[config.mk]
export PLATFORM = sky130hd
export DESIGN_NAME = lru_key_value_cache_flat
export DESIGN_NICKNAME = d
export VERILOG_FILES = /design/src/rtl/lkv_pkg.sv /design/src/rtl/lkv_ifs.sv /design/src/rtl/lkv_cell.sv /design/src/rtl/lkv_ctrl.sv /design/src/rtl/lru_key_value_cache.sv /design/src/flat_wrapper.sv
export SDC_FILE = /design/constraint.sdc
export NUM_CORES = 1
export LEC_CHECK = 0
export BUFFER_PORTS_ARGS = -buffer_cell sky130_fd_sc_hd__buf_4
export CAP_MARGIN = 20
export CELL_PAD_IN_SITES_DETAIL_PLACEMENT = 2
export CELL_PAD_IN_SITES_GLOBAL_PLACEMENT = 2
export CORE_ASPECT_RATIO = 0.75
export CORE_MARGIN = 10
export CORE_UTILIZATION = 47
export CTS_CLUSTER_DIAMETER = 100
export DETAILED_ROUTE_END_ITERATION = 12
export PLACE_DENSITY_LB_ADDON = 0.15
export SLEW_MARGIN = 20
export SYNTH_ARGS = -nofsm -noshare
export SYNTH_HDL_FRONTEND = slang
export SYNTH_HIERARCHICAL = 1
export SYNTH_SLANG_ARGS = --single-unit
[constraint.sdc]
create_clock -name clk -period 8.6 [get_ports clk]
set_input_delay 0.86 -clock clk [delete_from_list [all_inputs] [get_ports clk]]
set_output_delay 0.86 -clock clk [all_outputs]
set_load 0.01 [all_outputs]
[src/rtl/lkv_pkg.sv]
// Shared constants and types of the LRU key/value cache.
// No dependencies; every other file of the block but lkv_checker uses this package.
package lkv_pkg;

	localparam int DEPTH_DEF      = 16;
	localparam int KEY_BITS_DEF   = 32;
	localparam int VALUE_BITS_DEF = 32;

	localparam int              CFG_BITS  = 5;
	localparam logic [CFG_BITS-1:0] CAP_RESET = CFG_BITS'(16);

	localparam logic REQ_GET = 1'b0;
	localparam logic REQ_PUT = 1'b1;

	// update command broadcast from the control to every cell
	typedef struct packed {
		logic put;        // request in flight is a put
		logic shift_hit;  // move the hit entry to the head, shift cells ahead of it
		logic shift_all;  // insert at the head, shift the whole row
	} lkv_cmd_t;

endpackage

[src/rtl/lkv_ifs.sv]
// Request and response channel interfaces of the LRU key/value cache.
// Depends on lkv_pkg for default field widths.
interface lkv_req_if #(
	parameter int KEY_BITS   = lkv_pkg::KEY_BITS_DEF,
	parameter int VALUE_BITS = lkv_pkg::VALUE_BITS_DEF
);
	logic                         valid;
	logic                         ready;
	logic                         req_type;
	logic signed [KEY_BITS-1:0]   key;
	logic signed [VALUE_BITS-1:0] value;

	modport source (output valid, req_type, key, value, input ready);
	modport sink   (input valid, req_type, key, value, output ready);
endinterface

interface lkv_rsp_if #(
	parameter int VALUE_BITS = lkv_pkg::VALUE_BITS_DEF
);
	logic                         valid;
	logic                         ready;
	logic                         hit;
	logic signed [VALUE_BITS-1:0] read_value;
	logic                         evicted;

	modport source (output valid, hit, read_value, evicted, input ready);
	modport sink   (input valid, hit, read_value, evicted, output ready);
endinterface

[src/rtl/lkv_cell.sv]
// One recency slot of the cache row: holds a key and value, compares the
// lookup key, and takes its left neighbor's entry when the row shifts. Uses lkv_pkg.
module lkv_cell #(
	parameter int INDEX      = 0,
	parameter int KEY_BITS   = 32,
	parameter int VALUE_BITS = 32,
	parameter int IDX_BITS   = 4,
	parameter int CNT_BITS   = 5
) (
	input  logic                  clk,
	input  lkv_pkg::lkv_cmd_t     cmd,
	input  logic [IDX_BITS-1:0]   hit_idx,
	input  logic [CNT_BITS-1:0]   used,
	input  logic [KEY_BITS-1:0]   lookup_key,
	input  logic [KEY_BITS-1:0]   left_key,
	input  logic [VALUE_BITS-1:0] left_value,
	output logic [KEY_BITS-1:0]   key_q,
	output logic [VALUE_BITS-1:0] value_q,
	output logic                  match
);
	import lkv_pkg::*;

	logic take;

	assign take  = cmd.shift_all || (cmd.shift_hit && (hit_idx >= IDX_BITS'(INDEX)));
	assign match = (CNT_BITS'(INDEX) < used) && (key_q == lookup_key);

	always_ff @(posedge clk) begin
		if (take) begin
			key_q   <= left_key;
			value_q <= left_value;
		end
	end

endmodule

[src/rtl/lkv_ctrl.sv]
// Control of the LRU key/value cache: capacity register, entry count,
// request tracking and the response register. Uses lkv_pkg.
module lkv_ctrl #(
	parameter int DEPTH      = 16,
	parameter int VALUE_BITS = 32,
	parameter int CNT_BITS   = 5
) (
	input  logic                          clk,
	input  logic                          arst_n,
	input  logic                          cfg_we,
	input  logic [lkv_pkg::CFG_BITS-1:0]  cfg_wdata,
	input  logic                          accept,
	input  logic                          req_type,
	input  logic                          any_match,
	input  logic [VALUE_BITS-1:0]         hit_value_s1,
	input  logic                          out_ready,
	output logic                          in_ready,
	output lkv_pkg::lkv_cmd_t             cmd,
	output logic [CNT_BITS-1:0]           used,
	output logic                          out_valid,
	output logic                          out_hit,
	output logic [VALUE_BITS-1:0]         out_read_value,
	output logic                          out_evicted
);
	import lkv_pkg::*;

	localparam int CMPW = (CNT_BITS > CFG_BITS) ? CNT_BITS : CFG_BITS;

	logic [CFG_BITS-1:0]   cap_q;
	logic [CNT_BITS-1:0]   used_q;
	logic [CNT_BITS-1:0]   cap_eff;
	logic [CMPW-1:0]       cap_w;
	logic                  busy_q;
	logic                  put_s1;
	logic                  hit_s1;
	logic                  out_valid_q;
	logic                  fire;
	logic                  full;

	always_comb begin
		cap_w = CMPW'(cap_q);
		if (cap_w == '0)
			cap_eff = CNT_BITS'(1);
		else if (cap_w > CMPW'(DEPTH))
			cap_eff = CNT_BITS'(DEPTH);
		else
			cap_eff = CNT_BITS'(cap_w);
	end

	assign full = (used_q >= cap_eff);
	assign fire = busy_q && (!out_valid_q || out_ready);

	assign cmd.put       = put_s1;
	assign cmd.shift_hit = fire && hit_s1;
	assign cmd.shift_all = fire && put_s1 && !hit_s1;

	assign in_ready  = !busy_q;
	assign used      = used_q;
	assign out_valid = out_valid_q;

	always_ff @(posedge clk or negedge arst_n) begin
		if (!arst_n) begin
			cap_q       <= CAP_RESET;
			used_q      <= '0;
			busy_q      <= 1'b0;
			out_valid_q <= 1'b0;
		end else begin
			if (cfg_we)
				cap_q <= cfg_wdata;
			if (cmd.shift_all && !full)
				used_q <= used_q + CNT_BITS'(1);
			if (accept)
				busy_q <= 1'b1;
			else if (fire)
				busy_q <= 1'b0;
			if (fire)
				out_valid_q <= 1'b1;
			else if (out_ready)
				out_valid_q <= 1'b0;
		end
	end

	always_ff @(posedge clk) begin
		if (accept) begin
			put_s1 <= (req_type == REQ_PUT);
			hit_s1 <= any_match;
		end
		if (fire) begin
			out_hit     <= hit_s1;
			out_evicted <= put_s1 && !hit_s1 && full;
			if (put_s1)
				out_read_value <= '0;
			else if (hit_s1)
				out_read_value <= hit_value_s1;
			else
				out_read_value <= '1;
		end
	end

endmodule

[src/rtl/lru_key_value_cache.sv]
// Fully associative key/value cache with least-recently-used replacement.
// Built from lkv_ctrl and a row of lkv_cell; uses lkv_pkg and the channel interfaces.
//
// Usage:
//   req: get (req_type 0) or put (req_type 1) beats with key and value.
//   rsp: one beat per request: hit, read_value (stored value on a get hit,
//        all ones on a get miss, zero on a put) and evicted.
//   cfg_we/cfg_wdata: capacity in use; write only while no request is open.
// The row keeps entries ordered by recency: cell 0 is the most recent. A
// request's key is compared against every cell at the edge that accepts it;
// once the response register is free, the row shifts toward the tail and the
// response register loads at the same edge. A new request is taken only after
// the previous one has updated the row, set by the compare then shift of the row.
// A response that waits on rsp.ready holds the row update back; one further
// request may be accepted behind it.
// Reset empties the cache at once (entry count cleared) and sets capacity
// to 16; key and value storage needs no clearing.
module lru_key_value_cache #(
	parameter int DEPTH      = lkv_pkg::DEPTH_DEF,
	parameter int KEY_BITS   = lkv_pkg::KEY_BITS_DEF,
	parameter int VALUE_BITS = lkv_pkg::VALUE_BITS_DEF
) (
	input  logic                         clk,
	input  logic                         arst_n,
	lkv_req_if.sink                      req,
	lkv_rsp_if.source                    rsp,
	input  logic                         cfg_we,
	input  logic [lkv_pkg::CFG_BITS-1:0] cfg_wdata
);
	import lkv_pkg::*;

	localparam int IDX_BITS = (DEPTH > 1) ? $clog2(DEPTH) : 1;
	localparam int CNT_BITS = $clog2(DEPTH + 1);

	lkv_cmd_t              cmd;
	logic [CNT_BITS-1:0]   used;
	logic                  accept;
	logic                  any_match;
	logic [IDX_BITS-1:0]   hit_idx_c;
	logic [VALUE_BITS-1:0] hit_value_c;
	logic [IDX_BITS-1:0]   hit_idx_s1;
	logic [VALUE_BITS-1:0] hit_value_s1;
	logic [KEY_BITS-1:0]   key_s1;
	logic [VALUE_BITS-1:0] value_s1;
	logic [VALUE_BITS-1:0] head_value;

	logic [DEPTH-1:0]      match;
	logic [KEY_BITS-1:0]   cell_key   [DEPTH];
	logic [VALUE_BITS-1:0] cell_value [DEPTH];
	logic [KEY_BITS-1:0]   left_key   [DEPTH];
	logic [VALUE_BITS-1:0] left_value [DEPTH];

	assign accept     = req.valid && req.ready;
	assign head_value = cmd.put ? value_s1 : hit_value_s1;

	always_comb begin
		any_match   = 1'b0;
		hit_idx_c   = '0;
		hit_value_c = '0;
		for (int i = 0; i < DEPTH; i++) begin
			any_match   = any_match | match[i];
			hit_idx_c   = hit_idx_c | (match[i] ? IDX_BITS'(i) : '0);
			hit_value_c = hit_value_c | (match[i] ? cell_value[i] : '0);
		end
	end

	always_ff @(posedge clk) begin
		if (accept) begin
			key_s1       <= req.key;
			value_s1     <= req.value;
			hit_idx_s1   <= hit_idx_c;
			hit_value_s1 <= hit_value_c;
		end
	end

	for (genvar i = 0; i < DEPTH; i++) begin : g_cell
		if (i == 0) begin : g_head
			assign left_key[i]   = key_s1;
			assign left_value[i] = head_value;
		end else begin : g_link
			assign left_key[i]   = cell_key[i-1];
			assign left_value[i] = cell_value[i-1];
		end

		lkv_cell #(
			.INDEX      (i),
			.KEY_BITS   (KEY_BITS),
			.VALUE_BITS (VALUE_BITS),
			.IDX_BITS   (IDX_BITS),
			.CNT_BITS   (CNT_BITS)
		) u_cell (
			.clk        (clk),
			.cmd        (cmd),
			.hit_idx    (hit_idx_s1),
			.used       (used),
			.lookup_key (req.key),
			.left_key   (left_key[i]),
			.left_value (left_value[i]),
			.key_q      (cell_key[i]),
			.value_q    (cell_value[i]),
			.match      (match[i])
		);
	end

	lkv_ctrl #(
		.DEPTH      (DEPTH),
		.VALUE_BITS (VALUE_BITS),
		.CNT_BITS   (CNT_BITS)
	) u_ctrl (
		.clk            (clk),
		.arst_n         (arst_n),
		.cfg_we         (cfg_we),
		.cfg_wdata      (cfg_wdata),
		.accept         (accept),
		.req_type       (req.req_type),
		.any_match      (any_match),
		.hit_value_s1   (hit_value_s1),
		.out_ready      (rsp.ready),
		.in_ready       (req.ready),
		.cmd            (cmd),
		.used           (used),
		.out_valid      (rsp.valid),
		.out_hit        (rsp.hit),
		.out_read_value (rsp.read_value),
		.out_evicted    (rsp.evicted)
	);

endmodule

[src/flat_wrapper.sv]
// flat-port wrapper written by rule: the top's interface ports become plain ports
module lru_key_value_cache_flat import lkv_pkg::*;
#(
	parameter int DEPTH      = lkv_pkg::DEPTH_DEF,
	parameter int KEY_BITS   = lkv_pkg::KEY_BITS_DEF,
	parameter int VALUE_BITS = lkv_pkg::VALUE_BITS_DEF
)
  (clk, arst_n, cfg_we, cfg_wdata, req_valid, req_req_type, req_key, req_value, req_ready, rsp_valid, rsp_hit, rsp_read_value, rsp_evicted, rsp_ready);
  lkv_req_if #(.KEY_BITS(KEY_BITS), .VALUE_BITS(VALUE_BITS)) req_i ();
  lkv_rsp_if #(.VALUE_BITS(VALUE_BITS)) rsp_i ();
  input  logic clk;
  input  logic arst_n;
  input  logic cfg_we;
  input  logic [lkv_pkg::CFG_BITS-1:0] cfg_wdata;
  input wire logic [$bits(req_i.valid)-1:0] req_valid;
  input wire logic [$bits(req_i.req_type)-1:0] req_req_type;
  input wire logic [$bits(req_i.key)-1:0] req_key;
  input wire logic [$bits(req_i.value)-1:0] req_value;
  output wire logic [$bits(req_i.ready)-1:0] req_ready;
  output wire logic [$bits(rsp_i.valid)-1:0] rsp_valid;
  output wire logic [$bits(rsp_i.hit)-1:0] rsp_hit;
  output wire logic [$bits(rsp_i.read_value)-1:0] rsp_read_value;
  output wire logic [$bits(rsp_i.evicted)-1:0] rsp_evicted;
  input wire logic [$bits(rsp_i.ready)-1:0] rsp_ready;
  assign req_i.valid = req_valid;
  assign req_i.req_type = req_req_type;
  assign req_i.key = req_key;
  assign req_i.value = req_value;
  assign req_ready = req_i.ready;
  assign rsp_valid = rsp_i.valid;
  assign rsp_hit = rsp_i.hit;
  assign rsp_read_value = rsp_i.read_value;
  assign rsp_evicted = rsp_i.evicted;
  assign rsp_i.ready = rsp_ready;
  lru_key_value_cache #(.DEPTH(DEPTH), .KEY_BITS(KEY_BITS), .VALUE_BITS(VALUE_BITS)) u_core (.clk(clk), .arst_n(arst_n), .req(req_i), .rsp(rsp_i), .cfg_we(cfg_we), .cfg_wdata(cfg_wdata));
endmodule
==> impl_metrics.env, run 1 <==
export IMPL_ys_ff_latch=1172
export IMPL_synth_async_reset_ratio=0.0102
export IMPL_yosysSeqAreaShare=0.774
export IMPL_max_stage_delay_ns=1.12
export IMPL_cts_setup_buffers=0
export IMPL_avgSynthCellArea_sq_um=18.6
export IMPL_htree_levels=3
export IMPL_synthAdderAreaFrac=0.00165
export IMPL_switching_share=0.262
export IMPL_drv_cap=0
export IMPL_die_y_um=289
export IMPL_routedWlPerCell_um=41.9
export IMPL_p_switching_w=0.00354
export IMPL_path_cells="o21ai_0, or4_1, nor3_4, buf_4, a22o_1, a221oi_1, nand4_1"
export IMPL_io_pins=111
export IMPL_clk_pin_slew_ns=0.08
export IMPL_reg2regPathDepth=7
export IMPL_wl_mm=166
export IMPL_setup_tns_ns=0
export IMPL_r2r_end="u_core/hit_value_s1[30]"
export IMPL_critPathLaunch="u_core/u_ctrl/used[4]"
export IMPL_synth_area_top_cells="edfxtp_1 (77%), xor2_1 (8.4%), a22o_1 (2.4%)"
export IMPL_cpLargestDelayFamily="flip-flops"
export IMPL_worstHoldStart="req_value[29]"
export IMPL_vias=26000
export IMPL_ys_types=59
export IMPL_critical_path_endpoint="u_core/hit_value_s1[30]"
export IMPL_grt_pass1_wl_mm=231
export IMPL_crit_path_max_fanout=35
export IMPL_multi_input_area_sq_um=9810
export IMPL_drive_above_1_share=0.148
export IMPL_fp_coreArea_sq_um=95500
export IMPL_drt_antenna_violating_nets=0
export IMPL_layout_common_cells="edfxtp_1 (1,160), xor2_1 (433), buf_4 (136)"
export IMPL_cp_num_cells=7
export IMPL_grtUsageTotal=0.300
export IMPL_ff_latch_area_sq_um=35100
export IMPL_start_kind="flop"
export IMPL_synth_xor_area_frac=0.0997
export IMPL_final_common_cell="edfxtp_1"
export IMPL_antenna_found_initial=3
export IMPL_ir_drop_uv=166
export IMPL_worstSetupPathType="flop to flop"
export IMPL_setup_viol=0
export IMPL_finalMaxSlewViolations=0
export IMPL_clkLatencyLatePin_ns=0.72
export IMPL_rsz0062_at_grt="no"
export IMPL_hp_class="input pin to flop"
export IMPL_p_int_w=0.00996
export IMPL_path_buf_inv=1
export IMPL_overflow=0
export IMPL_die_x_um=379
export IMPL_cts_sinks=1172
export IMPL_cts_hold_buffers=1
export IMPL_synthSimpleGateAreaFrac=0.0382
export IMPL_fin_nets=2701
export IMPL_leakage_nw=17.1
export IMPL_worst_pin_slew_ns=1.20
export IMPL_dp_hpwl_mm=101
export IMPL_synth_top_area_cell="edfxtp_1"
export IMPL_cp_required_ns=9.16
export IMPL_status="completed"
export IMPL_syn_nets=2516
export IMPL_start_util=0.475
export IMPL_syn_area_sq_um=45400
export IMPL_p_seq_frac=0.541
export IMPL_synth_edf_count=1160
export IMPL_viasPerCell=6.56
export IMPL_muxShareOfSynthArea=0.00918
export IMPL_rows=98
export IMPL_dp_cells=3748
export IMPL_area_delta_synth_final_pct=13.4
export IMPL_critPathArrivalTime_ns=4.42
export IMPL_finalNonFillerCells=3962
export IMPL_endpoint_kind="flop"
export IMPL_fin_skew_ns=0.0330
export IMPL_grt_max_degree=65
export IMPL_cts_resized_gates=0
export IMPL_nFillCells=8124
export IMPL_cts_buffers_inserted=113
export IMPL_synth_compound_area_frac=0.0617
export IMPL_synth_top_family_by_area="XOR/XNOR gates"
export IMPL_cts_root_buf="clkbuf_16"
export IMPL_drc=0
export IMPL_syn_inst=2435
export IMPL_postLayoutCoreUtil=0.539
export IMPL_grt_pass1_vias=27900
export IMPL_fin_crit_ns=3.85
export IMPL_cts_tree="yes"
export IMPL_hold_viol=0
export IMPL_synth_top_area_frac=0.767
export IMPL_p_per_area_nw_per_um2=262
export IMPL_power_share_clock=0.382
export IMPL_p_total_w=0.0135
export IMPL_yosys_warnings=6
export IMPL_p_comb_frac=0.077
export IMPL_drt_iter0_drc=3249
export IMPL_reg2reg_slack_ns=4.75
export IMPL_slew_headroom=0.199
export IMPL_crit_path_top_delay_cell="dfrtp_1"
export IMPL_clock_path_buffers=3
export IMPL_dominantRegCellSynth="edfxtp_1"
export IMPL_dr_pass1_iters=5
export IMPL_r2r_start="u_core/u_ctrl/used[4]"
export IMPL_gp_congestion=0.832
export IMPL_die_area_sq_um=110000
export IMPL_port_buffers=110
export IMPL_fmax_mhz=260
export IMPL_finalCritPeriodShare=0.448
[cells by family (layout without fill, tap and decap cells)]
kind of cell	count (synthesis)	count (layout)
simple gates	259	259
mux	37	37
buf+inv	113	389
xor+xnor	516	516
fa+ha+maj	6	6
compound gates	332	332
flops	1172	1172
other cells	0	1
[synth_stat cells (13+ instances only)]
master	n
xor2_1	433
nand3_1	16
edfxtp_1	1160
nor4_1	101
clkbuf_1	31
a22o_1	124
a21oi_1	38
xnor2_1	82
nand4_1	70
nor4_2	20
nand2_1	13
inv_1	36
a221oi_1	118
buf_6	30
mux2_2	34
[state kept, by name, indices dropped and copies added (netlist names)]
name / flops
u_core/u_ctrl/put_s1: 1
u_core/u_ctrl/cap_q: 5
u_core/u_ctrl/out_read_value: 32
u_core/g_cell.u_cell/key_q: 512
u_core/u_ctrl/out_valid: 1
u_core/hit_value_s1: 32
u_core/u_ctrl/used: 5
u_core/u_ctrl/busy_q: 1
u_core/value_s1: 32
u_core/key_s1: 32
u_core/u_ctrl/out_evicted: 1
u_core/hit_idx_s1: 4
u_core/g_cell.u_cell/value_q: 512
u_core/u_ctrl/out_hit: 1
u_core/u_ctrl/hit_s1: 1
[worst min path at each step]
stage	cells after the start	endpoint	slack, ns
after floorplan	0	u_core/g_cell[0].u_cell/key_q[0]	0.40
after detailed placement	0	u_core/g_cell[0].u_cell/key_q[26]	0.41
after global placement	0	u_core/g_cell[0].u_cell/key_q[11]	0.40
final	1	u_core/value_s1[29]	0.30
after CTS	1	u_core/value_s1[25]	0.28
after global routing	1	u_core/value_s1[29]	0.28
[stage by stage]
stage / instance area (sq um) / setup slack [ns] / hold slack [ns]
after floorplan: 45400 / 3.55 / 0.400
after global placement: 47700 / 4.68 / 0.402
after detailed placement: 47700 / 4.27 / 0.405
after CTS: 51300 / 4.64 / 0.277
after global routing: 51500 / 4.77 / 0.276
final: 51500 / 4.75 / 0.302
[area by class of cell]
class,count,share of cell area
multi-input cells,1150,0.191
clock inverters,58,0.0118
diodes,1,0.0000486
flip-flops and latches,1172,0.683
well taps,1250,0.0304
clock buffers,148,0.0583
repair buffers,147,0.0235
inverters,36,0.00263
[worst register-to-register path, cell delays in order, from the launching register on]
cell,delay [ns]
dfrtp_1,1.12
o21ai_0,0.47
or4_1,0.67
nor3_4,0.24
buf_4,0.67
a22o_1,0.27
a221oi_1,0.06
nand4_1,0.18
[metal layers]
layer  routed length, um  up-vias  share of wire  global-route usage
met5                  11        -       0.000066                   0
met4                5650        2          0.034              0.0996
met3               11600      301          0.070              0.0527
met2               82800     1426           0.50               0.511
met1               66100    14200           0.40               0.389
li1                    -    10100              -                   -
[power by group through the flow]
stage	clock [W]	combinational, W	sequential (W)
4_1_cts	0.00520	0.00102	0.00729
3_5_place_dp	0	0.000991	0.00739
3_3_place_gp	0	0.000913	0.00730
2_1_floorplan	0	0.000487	0.00718
6_report	0.00516	0.00104	0.00730
5_1_grt	0.00542	0.00109	0.00733
No activity file was read; power rests on OpenSTA's default activity.
==> run 2, diff against run 1 <==
clock period = 3.55 ns   (was 8.6 ns; I/O delays follow)
==> run 2 against run 1 <==
  * Fmax rose by 20%
  * Clock power increased by 140%
  * First-iteration DRC count down 11%
  * Highest routed layer is now met4
  * Cell count up 2.8%
  * Count of clock-buffer cells in the layout shrank 6
  * Sequential power up 140%
  * Non-clock buffer count up 111
  * Critical path type unchanged
  * Routed wire length down 2.0%
  * Die area is the same
==> impl_metrics.env, run 2 (synthesized netlist as in run 1, its figures left out) <==
export IMPL_switching_share=0.261
export IMPL_layout_common_cells="edfxtp_1 (1,160), xor2_1 (433), buf_4 (169)"
export IMPL_worstSetupPathType="flop to flop"
export IMPL_clk_pin_slew_ns=0.06
export IMPL_endpoint_kind="flop"
export IMPL_final_common_cell="edfxtp_1"
export IMPL_cts_sinks=1172
export IMPL_grt_pass1_vias=28600
export IMPL_slew_headroom=0.242
export IMPL_dp_hpwl_mm=101
export IMPL_start_util=0.475
export IMPL_reg_largest_list="u_core/g_cell.u_cell/key_q (512), u_core/g_cell.u_cell/value_q (512)"
export IMPL_ir_drop_uv=448
export IMPL_setup_tns_ns=0
export IMPL_fmax_mhz=311
export IMPL_htree_levels=3
export IMPL_drv_cap=0
export IMPL_vias=26300
export IMPL_status="completed"
export IMPL_overflow=0
export IMPL_power_share_clock=0.376
export IMPL_fin_crit_ns=3.22
export IMPL_crit_path_top_delay_cell="a311oi_1"
export IMPL_drc=0
export IMPL_p_int_w=0.0242
export IMPL_grt_pass1_wl_mm=229
export IMPL_worst_pin_slew_ns=1.13
export IMPL_p_comb_frac=0.089
export IMPL_viasPerCell=6.45
export IMPL_finalCritPeriodShare=0.907
export IMPL_die_area_sq_um=110000
export IMPL_finalMaxSlewViolations=0
export IMPL_drt_iter0_drc=2879
export IMPL_gp_congestion=0.883
export IMPL_dp_slack_ns=0.515
export IMPL_setup_viol=0
export IMPL_port_buffers=110
export IMPL_die_x_um=379
export IMPL_drt_antenna_violating_nets=0
export IMPL_drive_above_1_share=0.166
export IMPL_die_y_um=289
export IMPL_io_pins=111
export IMPL_nFillCells=8092
export IMPL_antenna_found_initial=2
export IMPL_leakage_nw=17.7
export IMPL_clkLatencyLatePin_ns=0.73
export IMPL_fp_coreArea_sq_um=95500
export IMPL_hp_class="input pin to flop"
export IMPL_fin_nets=2811
export IMPL_dr_pass1_iters=5
export IMPL_cts_resized_gates=0
export IMPL_p_per_area_nw_per_um2=620
export IMPL_cts_root_buf="clkbuf_16"
export IMPL_crit_path_max_fanout=34
export IMPL_p_seq_frac=0.535
export IMPL_grtUsageTotal=0.295
export IMPL_setup_slack_ns=0.329
export IMPL_path_cells="buf_4, buf_4, a311oi_1, nor4_4, buf_12, a221oi_1, nand4_1"
export IMPL_start_kind="flop"
export IMPL_routedWlPerCell_um=40.0
export IMPL_cts_tree="yes"
export IMPL_crit_top_cell="buf_4"
export IMPL_wl_mm=163
export IMPL_hold_viol=0
export IMPL_rsz0062_at_grt="no"
export IMPL_cts_buffers_inserted=112
export IMPL_clock_path_buffers=3
export IMPL_cp_required_ns=3.93
export IMPL_rows=98
export IMPL_grt_max_degree=65
export IMPL_critPathArrivalTime_ns=3.60
export IMPL_fin_skew_ns=0.0249
export IMPL_area_delta_synth_final_pct=16.3
export IMPL_max_stage_delay_ns=0.63
export IMPL_p_switching_w=0.00854
run 2: cell types whose count changed in the layout (fill, tap and decap cells not counted), sizes merged:
cell / before / now
buf: 146 / 208
dlygate4sd3: 1 / 50
clkbuf: 148 / 142
clkinvlp: 1 / 6
clkinv: 40 / 42
inv: 41 / 39
bufinv: 12 / 11
diode: 1 / 2
run 2: what timing repair did:
action	in CTS	in global routing
buffers inserted	0	0
hold endpoints to repair	60	0
hold buffers	50	0
run 2: metrics by stage:
step	hold WS, ns	cell area [sq um]	cells	power [W]	utilization
2_1_floorplan	0.0594	45400	2435	0.0186	-
3_3_place_gp	0.247	48700	3816	0.0201	0.510
3_5_place_dp	0.255	48700	3816	0.0205	0.510
4_1_cts	0.0155	52800	4070	0.0329	0.552
5_1_grt	0.0299	52800	4071	0.0335	0.553
6_report	0.0545	52800	4072	0.0327	0.553
run 2: routing by layer:
| metal | up-vias | wire length [um] | track usage |
|---|---|---|---|
| li1 | 10300 | - | - |
| met1 | 14200 | 65200 | 0.387 |
| met2 | 1436 | 80100 | 0.498 |
| met3 | 319 | 11900 | 0.0542 |
| met4 | 0 | 5630 | 0.0942 |
| met5 | - | 0 | 0 |
run 2: final timing paths:
path                                            start                                end  slack [ns]  cells past startpoint
worst max-delay path            u_core/u_ctrl/used[2]            u_core/hit_value_s1[25]        0.33                      7
worst min-delay path                       req_key[2]                   u_core/key_s1[2]        0.05                      1
worst max register to register  u_core/u_ctrl/used[2]            u_core/hit_value_s1[25]        0.33                      7
worst min register to register      u_core/key_s1[30]  u_core/g_cell[0].u_cell/key_q[30]        0.42                      0
max in group asynchronous                      arst_n             u_core/u_ctrl/cap_q[4]        3.07                      2
min in group asynchronous                      arst_n            u_core/u_ctrl/out_valid        0.19                      2
run 2: power by group through the flow:
| stage | clock (W) | sequential [W] | combinational, W |
|---|---|---|---|
| after floorplan | 0 | 0.0174 | 0.00118 |
| after global placement | 0 | 0.0175 | 0.00259 |
| after detailed placement | 0 | 0.0177 | 0.00277 |
| after CTS | 0.0125 | 0.0175 | 0.00290 |
| after global routing | 0.0129 | 0.0176 | 0.00303 |
| final | 0.0123 | 0.0175 | 0.00292 |
run 2: critical path: cells and delay by family, from the launching register on:
family          cells  cell delay, ns
flops               1            0.54
simple gates        2            0.46
compound gates      2            1.14
buf+inv             3            0.72
run 2: final cells by class:
| cell class | instances | area [sq um] | share of cell area |
|---|---|---|---|
| antenna | 2 | 5.00 | 0.0000948 |
| clock buffer | 142 | 2980 | 0.0564 |
| inverter | 36 | 135 | 0.00256 |
| sequential | 1172 | 35100 | 0.666 |
| clock inverter | 62 | 607 | 0.0115 |
| timing repair buffer | 258 | 2550 | 0.0483 |
| tap | 1250 | 1560 | 0.0296 |
| multi-input combinational | 1150 | 9810 | 0.186 |
